--- config.mk ---
export PLATFORM = sky130hd
export DESIGN_NAME = nlas_horner
export DESIGN_NICKNAME = d
export VERILOG_FILES = /design/src/nlas_pkg.sv /design/src/nlas_horner.sv
export SDC_FILE = /design/constraint.sdc
export NUM_CORES = 2
export LEC_CHECK = 0
export BUFFER_PORTS_ARGS = -buffer_cell sky130_fd_sc_hd__buf_2
export CAP_MARGIN = 20
export CORE_MARGIN = 10
export CORE_UTILIZATION = 40
export CTS_BUF_LIST = sky130_fd_sc_hd__clkbuf_4 sky130_fd_sc_hd__clkbuf_8
export DETAILED_ROUTE_END_ITERATION = 10
export MAX_ROUTING_LAYER = met4
export RECOVER_POWER = 25
export REMOVE_ABC_BUFFERS = 1
export SKIP_LAST_GASP = 1
export SYNTH_ARGS = -nofsm -noshare
export SYNTH_HDL_FRONTEND = slang
export SYNTH_SLANG_ARGS = --single-unit
--- constraint.sdc ---
create_clock -name clk -period 5.95 [get_ports clk]
set_clock_uncertainty 0.15 [all_clocks]
set_input_delay 0.595 -clock clk [delete_from_list [all_inputs] [get_ports clk]]
set_output_delay 0.595 -clock clk [all_outputs]
set_load 0.005 [all_outputs]
--- src/nlas_pkg.sv ---
package nlas_pkg;

	localparam int SERIES_TERMS = 15;
	localparam int FRAC_BITS    = 30;
	localparam int QUO_BITS     = 30;
	localparam int ONE_Q16      = 65536;

	// Divider word: quotient bits found so far, remainder and divisor
	typedef struct packed {
		logic        vld;
		logic        neg;
		logic [33:0] rem;
		logic [32:0] den;
		logic [30:0] quo;
	} nlas_div_t;

	// Series word
	typedef struct packed {
		logic        vld;
		logic        neg;
		logic [30:0] xmag;
		logic [31:0] xx;
		logic [31:0] y;
	} nlas_ser_t;

	// Odd reciprocal in Q2.30, rounded to nearest
	function automatic logic [31:0] recip_q30(input logic [5:0] k);
		logic [31:0] d;
		logic [63:0] r;
		d = 32'(2 * int'(k) + 1);
		r = ((64'd1 << FRAC_BITS) + 64'(d >> 1)) / 64'(d);
		return r[31:0];
	endfunction

endpackage

--- src/nlas_horner.sv ---
// One Horner step: y = recip + round(xx*y / 2^30); multiply, then add
module nlas_horner import nlas_pkg::*; (
	input  logic        clk,
	input  logic        arst_n,
	input  logic [31:0] recip,
	input  nlas_ser_t   din,
	output nlas_ser_t   dout
);

	nlas_ser_t   a_s1;
	logic [63:0] p_s1;

	// Multiply, then round and add reciprocal
	always_ff @(posedge clk or negedge arst_n) begin
		logic [63:0] r;
		if (!arst_n) begin
			a_s1 <= '0;
			p_s1 <= '0;
			dout <= '0;
		end else begin
			a_s1.vld  <= din.vld;
			a_s1.neg  <= din.neg;
			a_s1.xmag <= din.xmag;
			a_s1.xx   <= din.xx;
			a_s1.y    <= din.y;
			p_s1      <= 64'(din.xx) * 64'(din.y);

			r = (p_s1 + (64'd1 << (FRAC_BITS - 1))) >> FRAC_BITS;
			dout.vld  <= a_s1.vld;
			dout.neg  <= a_s1.neg;
			dout.xmag <= a_s1.xmag;
			dout.xx   <= a_s1.xx;
			dout.y    <= recip + r[31:0];
		end
	end

endmodule

==> reports/metrics.yaml <==
synthAdderAreaFrac_pct: 55.16
period_needed_ns: 7.216
ctsHtreeMaxLevel: 4
grtUsageMet3_pct: 2.158
clockBufferDepth: 2
slew_headroom_pct: 45.56
grt.busiest_layer: "met2"
grt_pass1_vias: 30640
regArea_sq_mm: 0.004880
dp.cells: 5627
postRouteAntennaNets: 0
antenna_found_initial: 4
synth_area_sq_mm: 0.03877
slew_violations: 0
die_y_um: 331.3
slowest_delay_ns: 0.56
dieArea_sq_mm: 0.1098
cts_tree: "done"
clock.fmax_ghz: 0.1386
cp_common_cell: "fa_1"
drc: 0
synth-simple-area-share_pct: 15.92
grt_max_degree: 105
clk_transition_reported_paths_ns: 0.12
cts_inserted_buffers: 17
startpoint: "din[39]"
fin_ws_ns: -1.266
tightest_slew_ns: 0.8166
hold_viol_final: 0
synth_commonest_cells: "fa_1, inv_1, and2_1"
routabilityCongestion: 0.8943
crit_arrival_ns: 7.46
setup_violations: 33
yosysMostFrequentCell: "fa_1"
synth_compound_area_share_pct: 3.754
ys_seq_area_share_pct: 12.59
path_max_fanout: 6
fill_cells: 9229
status: "finished, violations left"
slowest_stage: "fa_1"
vias: 27640
dp_slack_ns: -2.177
drive_gt1_share_pct: 17.16
grt_setup_unrepaired: "yes"
failed_checks: "negative setup slack"
routedWlPerCell_um: 18.31
async_reset_ff_share_pct: 100.0
dpl.hpwl_mm: 91.11
synth_edf_count: 0
synthMuxAreaShare_pct: 0.02582
ys_seq_elements: 195
final_nets: 5738
post-route-period-util_pct: 121.3
grt.total_usage_pct: 19.94
ys_types: 53
core.rowCount: 114
min_path_type: "primary input to flip-flop"
syn2layout_area_growth_pct: 18.03
crit_type: "primary input to flip-flop"
yosysWarnings: 0
initial_core_util_pct: 40.21
synth_top_family_by_area: "adder cells"
cts_root_buf: "clkbuf_8"
setup_tns_ns: -35.95
syn_inst: 3967
synthXorXnorAreaFrac_pct: 2.124
viasPerCell: 4.826
max_cap_viol_count: 0
drt_iter0_drc: 1366
cts.sinks: 195
dr.pass1.iters: 5
clk_latency_ns: 0.50
r2r-start: "p_s1[31]"
required_ns: 6.20
synth_top_area_share_pct: 46.22
endpoint_kind: "flip-flop"
stdcell_count: 5727
die_w_um: 331.3
grt-ovfl-total: 0
grt_util_met2_pct: 36.57
multiInputGateArea_sq_mm: 0.03039
synth_flop_cell: "dfrtp_1"
yosysTopAreaCell: "fa_1"
yosys-top-cells-area: "fa_1, dfrtp_1, and2_1, ha_1, inv_1"
met1_usage_pct: 22.48
wirelength_mm: 104.9
grt_pass1_wl_mm: 168.4
core_sq_mm: 0.09642
syn_area_per_cell_sq_um: 9.772
cp-start-kind: "primary input"
min-delay-start: "din[80]"
portBuffers: 227
io_pins: 228
[final cells by class]
type / instances / share of cell area [%]
inverters: 885 / 7.260
repair buffers: 641 / 11.20
clock inverters: 13 / 0.4102
multi-input cells: 2695 / 66.43
diodes: 4 / 0.02188
flip-flops and latches: 195 / 10.66
well taps: 1276 / 3.489
clock buffers: 18 / 0.5278
[final timing paths]
check                                end  slack (ns)  depth (start not counted)
worst max register to register  dout[30]        1.67                         17
worst max-delay path            p_s1[54]       -1.27                         31
max in group asynchronous       dout[32]        4.03                          3
min in group asynchronous       a_s1[65]        0.55                          2
worst min-delay path            a_s1[80]        0.05                          1
worst min register to register  dout[93]        0.21                          0
[flip-flops by register name (all words and copies together), names as in the netlist]
name,cells
a_s1,65
dout,97
p_s1,33
[stage by stage]
step,hold slack (ns),cell area [sq um],util [%]
floorplan,0.1494,38050,-
global placement,0.1812,43670,45.29
detailed placement,0.1847,43670,45.29
CTS,0.001822,45390,47.07
global route,0.006328,45750,47.45
finish,0.05268,45760,47.45
[kinds of logic (layout without fill, tap and decap cells)]
kind of cell,after synthesis,count (layout)
compound gates,213,213
xor+xnor,94,94
fa+ha+maj,1172,1172
buf+inv,1077,1557
flops,195,195
mux,1,1
other cells,0,4
simple gates,1215,1215
[timing repair]
action,CTS,global route
setup endpoints to repair,33,33
hold buffers,25,0
gates resized for setup,176,95
hold endpoints to repair,28,0
pin swaps,93,76
cloned,3,1
buffers inserted,34,7
[worst max-delay path, delay by kind of cell]
kind / cells / cell delay, ns
simple gates: 2 / 0.39
compound gates: 8 / 1.32
buf+inv: 11 / 1.25
fa+ha+maj: 9 / 3.76
xor+xnor: 1 / 0.14
[placed cells by master, fill, tap and decap left out, types with 21 or more instances in the layout]
| cell | instances |
|---|---|
| nor2_1 | 54 |
| inv_1 | 875 |
| o21ai_0 | 27 |
| xor2_1 | 26 |
| and2_1 | 562 |
| ha_1 | 264 |
| dlygate4sd3_1 | 25 |
| a21o_1 | 40 |
| fa_2 | 28 |
| buf_6 | 36 |
| buf_12 | 32 |
| buf_2 | 179 |
| xnor2_1 | 61 |
| buf_4 | 336 |
| fa_1 | 867 |
| nand2_1 | 497 |
| nand3_1 | 21 |
| dfrtp_1 | 195 |
| a21oi_1 | 45 |
[routing by layer]
metal  up-vias  share of wire (%)
li1      12470                  -
met1     14430                 38
met2       570                 55
met3       168                3.3
met4         0                3.6
met5         -                  0
Power is not shown: default switching activity piles up to over one toggle a cycle in this logic, so the estimate is an artifact.
