`src/nlas_pkg.sv`:
```
package nlas_pkg;

	localparam int SERIES_TERMS = 15;
	localparam int FRAC_BITS    = 30;
	localparam int QUO_BITS     = 30;
	localparam int ONE_Q16      = 65536;

	// Divider word: quotient bits found so far, remainder and divisor
	typedef struct packed {
		logic        vld;
		logic        neg;
		logic [33:0] rem;
		logic [32:0] den;
		logic [30:0] quo;
	} nlas_div_t;

	// Series word
	typedef struct packed {
		logic        vld;
		logic        neg;
		logic [30:0] xmag;
		logic [31:0] xx;
		logic [31:0] y;
	} nlas_ser_t;

	// Odd reciprocal in Q2.30, rounded to nearest
	function automatic logic [31:0] recip_q30(input logic [5:0] k);
		logic [31:0] d;
		logic [63:0] r;
		d = 32'(2 * int'(k) + 1);
		r = ((64'd1 << FRAC_BITS) + 64'(d >> 1)) / 64'(d);
		return r[31:0];
	endfunction

endpackage

```
`src/nlas_div.sv`:
```
// Restoring divider, one quotient bit per stage, then rounding
module nlas_div import nlas_pkg::*; (
	input  logic        clk,
	input  logic        arst_n,
	input  logic        start,
	input  logic [31:0] value,
	output nlas_div_t   res
);

	nlas_div_t stg_s [0:QUO_BITS];

	// Load numerator and divisor
	always_ff @(posedge clk or negedge arst_n) begin
		if (!arst_n) begin
			stg_s[0] <= '0;
		end else begin
			stg_s[0].vld <= start;
			stg_s[0].neg <= value < 32'(ONE_Q16);
			stg_s[0].rem <= (value < 32'(ONE_Q16)) ? 34'(32'(ONE_Q16) - value)
			                                       : 34'(value - 32'(ONE_Q16));
			stg_s[0].den <= 33'(value) + 33'(ONE_Q16);
			stg_s[0].quo <= '0;
		end
	end

	// One quotient bit per stage
	for (genvar i = 0; i < QUO_BITS; i++) begin : g_bit
		logic [34:0] sh;
		logic [34:0] df;
		assign sh = {stg_s[i].rem, 1'b0};
		assign df = sh - 35'(stg_s[i].den);

		always_ff @(posedge clk or negedge arst_n) begin
			if (!arst_n) begin
				stg_s[i+1] <= '0;
			end else begin
				stg_s[i+1].vld <= stg_s[i].vld;
				stg_s[i+1].neg <= stg_s[i].neg;
				stg_s[i+1].den <= stg_s[i].den;
				if (!df[34]) begin
					stg_s[i+1].rem <= df[33:0];
					stg_s[i+1].quo <= {stg_s[i].quo[29:0], 1'b1};
				end else begin
					stg_s[i+1].rem <= sh[33:0];
					stg_s[i+1].quo <= {stg_s[i].quo[29:0], 1'b0};
				end
			end
		end
	end

	// Round half up: q*2+1 quotient bit is rem*2 >= den
	always_comb begin
		res = stg_s[QUO_BITS];
		if ({stg_s[QUO_BITS].rem, 1'b0} >= 35'(stg_s[QUO_BITS].den))
			res.quo = stg_s[QUO_BITS].quo + 31'd1;
	end

endmodule

```
`config.mk`:
```
export PLATFORM = sky130hd
export DESIGN_NAME = nlas_div
export DESIGN_NICKNAME = d
export VERILOG_FILES = /design/src/nlas_pkg.sv /design/src/nlas_div.sv
export SDC_FILE = /design/constraint.sdc
export NUM_CORES = 2
export LEC_CHECK = 0
export BUFFER_PORTS_ARGS = -buffer_cell sky130_fd_sc_hd__buf_2
export CORE_MARGIN = 4
export CORE_UTILIZATION = 55
export DETAILED_ROUTE_END_ITERATION = 12
export HOLD_SLACK_MARGIN = 0.06
export PLACE_DENSITY = 0.86
export SLEW_MARGIN = 5
export SYNTH_ARGS = -nofsm -noshare
export SYNTH_HDL_FRONTEND = slang
export SYNTH_SLANG_ARGS = --single-unit
export TNS_END_PERCENT = 30
```
`constraint.sdc`:
```
create_clock -name clk -period 4 [get_ports clk]
set_input_delay 0.8 -clock clk [delete_from_list [all_inputs] [get_ports clk]]
set_output_delay 0.8 -clock clk [all_outputs]
set_load 0.005 [all_outputs]
```
==> impl_metrics.prom <==
# TYPE chip_impl_metric gauge
chip_impl_info{name="run_status",value="finished with violations"} 1
chip_impl_info{name="failed_checks",value="setup timing"} 1
chip_impl_info{name="type_of_origin_of_the_critical_path",value="flip-flop"} 1
chip_impl_info{name="path_cells",value="ha_1, a21o_1, a21o_1, a21oi_2, nor2_1, a211oi_2, nor2_1, nor4bb_2, a21boi_4, or2_4, buf_6, and3_1, xor2_1, buf_2"} 1
chip_impl_metric{name="syn-num-nets",unit=""} 13200
chip_impl_metric{name="power.density",unit="mW/mm²"} 935
chip_impl_metric{name="synth_area_per_cell",unit="µm²"} 10.8
chip_impl_metric{name="route.detailed.wl_per_inst",unit="µm"} 17.3
chip_impl_metric{name="overflow",unit=""} 0
chip_impl_metric{name="cp_max_fo",unit=""} 6
chip_impl_metric{name="final_hold_viol_count",unit=""} 0
chip_impl_info{name="critical_path_class",value="reg -> out"} 1
chip_impl_metric{name="num-fill-cells",unit=""} 17000
chip_impl_info{name="cp-end-kind",value="output pin"} 1
chip_impl_metric{name="netlist-cell-type-count",unit=""} 90
chip_impl_metric{name="fmax",unit="GHz"} 0.214
chip_impl_metric{name="p_sw_share",unit="%"} 38.0
chip_impl_info{name="synth.top_cells.by_count",value="2602 x sky130_fd_sc_hd__dfrtp_1, 1245 x sky130_fd_sc_hd__inv_1, 999 x sky130_fd_sc_hd__ha_1"} 1
chip_impl_metric{name="tritoncts.num_buffers",unit=""} 292
chip_impl_metric{name="grtUsageTotal",unit="%"} 22.3
chip_impl_metric{name="synth_enable_flop_cells",unit=""} 0
chip_impl_metric{name="drc_violations",unit=""} 0
chip_impl_metric{name="drive_above_1_share",unit="%"} 14.4
chip_impl_metric{name="timing.final.setup_violations",unit=""} 31
chip_impl_info{name="post_synth_main_area_contributors",value="sky130_fd_sc_hd__dfrtp_1 50%, sky130_fd_sc_hd__ha_1 9.6%, sky130_fd_sc_hd__mux2_2 4.5%"} 1
chip_impl_info{name="ys.flop_type",value="sky130_fd_sc_hd__dfrtp_1"} 1
chip_impl_metric{name="fp.dieW",unit="µm"} 495
chip_impl_metric{name="layout-area-overhead-vs-synth",unit="%"} 14.3
chip_impl_metric{name="final-instance-count-excl-fill",unit=""} 16100
chip_impl_metric{name="cts.htree.levels",unit=""} 5
chip_impl_metric{name="data_arrival_time_at_the_worst_slack_endpoint",unit="ns"} 3.88
chip_impl_metric{name="clkPwrFrac",unit="%"} 19.1
chip_impl_metric{name="cts_max_path_buffers",unit=""} 4
chip_impl_metric{name="p_leak",unit="nW"} 73.0
chip_impl_metric{name="placed_cells",unit=""} 15600
chip_impl_metric{name="period_minus_slack",unit="ns"} 4.68
chip_impl_metric{name="period_share",unit="%"} 117
chip_impl_metric{name="critical_path_required_time",unit="ns"} 3.20
chip_impl_metric{name="synth_top_area_share",unit="%"} 49.9
chip_impl_metric{name="p_comb_share",unit="%"} 52.4
chip_impl_metric{name="core_ar",unit="mm²"} 0.236
chip_impl_metric{name="globalRouteMet1Util",unit="%"} 20.9
chip_impl_metric{name="drc_marker_count_from_the_first_detailed_route_iteration",unit=""} 4590
chip_impl_info{name="synthMostInstantiatedCell",value="sky130_fd_sc_hd__dfrtp_1"} 1
chip_impl_metric{name="number_of_flip_flops_and_latches_in_the_synthesized_netlist",unit=""} 2602
chip_impl_info{name="tritoncts",value="done"} 1
chip_impl_metric{name="synthesis.instances",unit=""} 12100
chip_impl_info{name="global_route.peak_usage_layer",value="met2"} 1
chip_impl_metric{name="firstDrtPassIters",unit=""} 6
chip_impl_metric{name="clkLatencyLatePin",unit="ns"} 0.96
chip_impl_metric{name="fin_worst_skew",unit="ns"} 0.0916
chip_impl_metric{name="globalRouteMet3Util",unit="%"} 2.75
chip_impl_info{name="rsz0062_at_grt",value="true"} 1
chip_impl_metric{name="worst_setup_hold_path_clk_slew",unit="ns"} 0.06
chip_impl_metric{name="max_slew.worst_pin.slew",unit="ns"} 0.815
chip_impl_metric{name="fin_util",unit="%"} 63.3
chip_impl_metric{name="ys_seq_area_share",unit="%"} 49.9
chip_impl_metric{name="placement_rows",unit=""} 178
chip_impl_metric{name="p_int",unit="mW"} 86.4
chip_impl_metric{name="yosysWarningCount",unit=""} 0
chip_impl_metric{name="totalPowerFinal",unit="mW"} 139
chip_impl_metric{name="cp_slowest_stage_delay",unit="ns"} 0.39
chip_impl_metric{name="maxSlewViolCount",unit=""} 0
chip_impl_metric{name="finalWorstSetupSlack",unit="ns"} -0.677
chip_impl_metric{name="vias_in_the_first_global_route",unit=""} 98300
chip_impl_metric{name="design.final.nets",unit=""} 13800
chip_impl_metric{name="grt_util_met2",unit="%"} 45.8
chip_impl_metric{name="ir_worst_vdd",unit="mV"} 0.737
chip_impl_metric{name="power.switching",unit="mW"} 53.0
chip_impl_metric{name="placedInstanceArea",unit="mm²"} 0.138
chip_impl_metric{name="first_pass_grt_wire_length",unit="mm"} 458
chip_impl_metric{name="synth-async-reset-ratio",unit="%"} 100
chip_impl_metric{name="worst_hold_slack",unit="ns"} 0.132
chip_impl_metric{name="synthesis.area",unit="mm²"} 0.131
chip_impl_metric{name="floorplan.initialDensity",unit="%"} 55.4
chip_impl_metric{name="port_buffers",unit=""} 134
chip_impl_info{name="cts_root_buffer",value="sky130_fd_sc_hd__clkbuf_16"} 1
chip_impl_metric{name="pwr-share-seq",unit="%"} 28.6
chip_impl_metric{name="pre_cts_slack",unit="ns"} -0.304
chip_impl_metric{name="initial_antenna_violation_count",unit=""} 1
chip_impl_metric{name="pin_count",unit=""} 135
chip_impl_metric{name="ant_nets",unit=""} 0
chip_impl_metric{name="floorplan.die_area",unit="mm²"} 0.245
chip_impl_metric{name="setup_tns",unit="ns"} -19.02
chip_impl_metric{name="viasPerCell",unit=""} 5.69
chip_impl_metric{name="die-height",unit="µm"} 495
chip_impl_metric{name="wirelength",unit="mm"} 279
chip_impl_metric{name="grt_max_degree",unit=""} 160
chip_impl_metric{name="max_slew_margin",unit="%"} 45.5
chip_impl_metric{name="routed-via-count",unit=""} 91900
chip_impl_metric{name="place.gp.congestion",unit=""} 0.917
chip_impl_info{name="cpMaxStageDelayCell",value="sky130_fd_sc_hd__dfrtp_1"} 1
chip_impl_metric{name="final_cell_area",unit="mm²"} 0.149
chip_impl_metric{name="sinks_on_the_clock_net",unit=""} 2602
chip_impl_metric{name="maxCapViolations",unit=""} 0
chip_impl_metric{name="hpwl_detailed",unit="mm"} 199
chip_impl_info{name="worst_hold_path_type",value="in -> reg"} 1
chip_impl_info{name="synth_top_cell_by_area",value="sky130_fd_sc_hd__dfrtp_1"} 1
==> metal layers <==
layer | vias to the layer above | share of wire, % | routed length [µm]
li1 | 43500 | - | -
met3 | 1083 | 3.1 | 8720
met2 | 2289 | 57 | 159000
met1 | 45000 | 34 | 93700
met5 | - | 0 | 0
met4 | 0 | 6.1 | 17100
==> sequential cells by signal, indices dropped and copies added, names as in the netlist <==
register	count
stg_s	1515
g_bit.sh	1018
res	69
==> cells in the final DEF (no fill, tap or decap), drive strengths merged, types with 117 or more instances in the layout <==
master and instances:
nand3 234, nor2b 120, nor2 477, ha 999
clkbuf 433, nand2 797, a21o 564, mux2 582
o21ai 729, a21oi 811, xor2 416, o21bai 117
nand4 132, nand2b 118, xnor2 559, inv 1251
buf 660, dfrtp 2602
==> power groups by stage <==
stage / combinational [mW] / clock, mW / sequential [mW]
3_3_place_gp: 67.2 / 0 / 39.6
5_1_grt: 80.1 / 28.1 / 40.7
6_report: 73.0 / 26.6 / 39.8
4_1_cts: 71.0 / 27.1 / 39.8
3_5_place_dp: 69.5 / 0 / 40.1
2_1_floorplan: 52.1 / 0 / 38.4
==> worst paths after layout <==
path,from,to,slack (ns),cells past startpoint
max,res[71],res[8],-0.68,14
min,value[28],stg_s[3059],0.13,2
max reg2reg,stg_s[1732],g_bit[14].sh[31],0.08,15
min reg2reg,stg_s[800],stg_s[701],0.31,0
max in group asynchronous,arst_n,stg_s[2839],2.25,3
min in group asynchronous,arst_n,stg_s[433],0.47,2
==> repair_timing <==
item | 4_1_cts | 5_1_grt
hold endpoints to repair | 42 | 0
setup endpoints to repair | 215 | 699
hold buffers | 25 | 0
buffers inserted | 7 | 13
pin swaps | 21 | 30
resized for setup | 44 | 87
cloned | 1 | 8
==> logic make-up (layout without fill, tap and decap cells) <==
kind of cell / count (synthesis) / in the layout / share of synthesized area (%)
flops: 2602 / 2602 / 49.9
other cells: 0 / 1 / 0
fa+ha+maj: 1028 / 1028 / 10.0
compound gates: 3037 / 3037 / 14.9
simple gates: 2310 / 2310 / 8.51
buf+inv: 1567 / 2440 / 4.81
mux: 598 / 598 / 5.30
xor+xnor: 975 / 975 / 6.55
==> cell type report <==
class / instances / area (µm²) / area share (%)
Antenna cell: 1 / 2.50 / 0.00168
Clock buffer: 425 / 8580 / 5.75
Clock inverter: 75 / 1030 / 0.693
Inverter: 1247 / 4690 / 3.14
Multi-Input combinational cell: 7948 / 60000 / 40.2
Sequential cell: 2602 / 65100 / 43.7
Tap cell: 3150 / 3940 / 2.64
Timing Repair Buffer: 693 / 5790 / 3.88
==> critical path: cells and delay by family, from the launching register on <==
kind	cells	cell delay, ns
AOI/OAI and AO/OA	5	0.81
buffers and inverters	2	0.26
and+or+nand+nor	5	1.01
DFF	1	0.39
xor gates and xnor gates	1	0.13
adders and majority gates	1	0.32
Note: power is estimated with default switching activity, not from simulation.
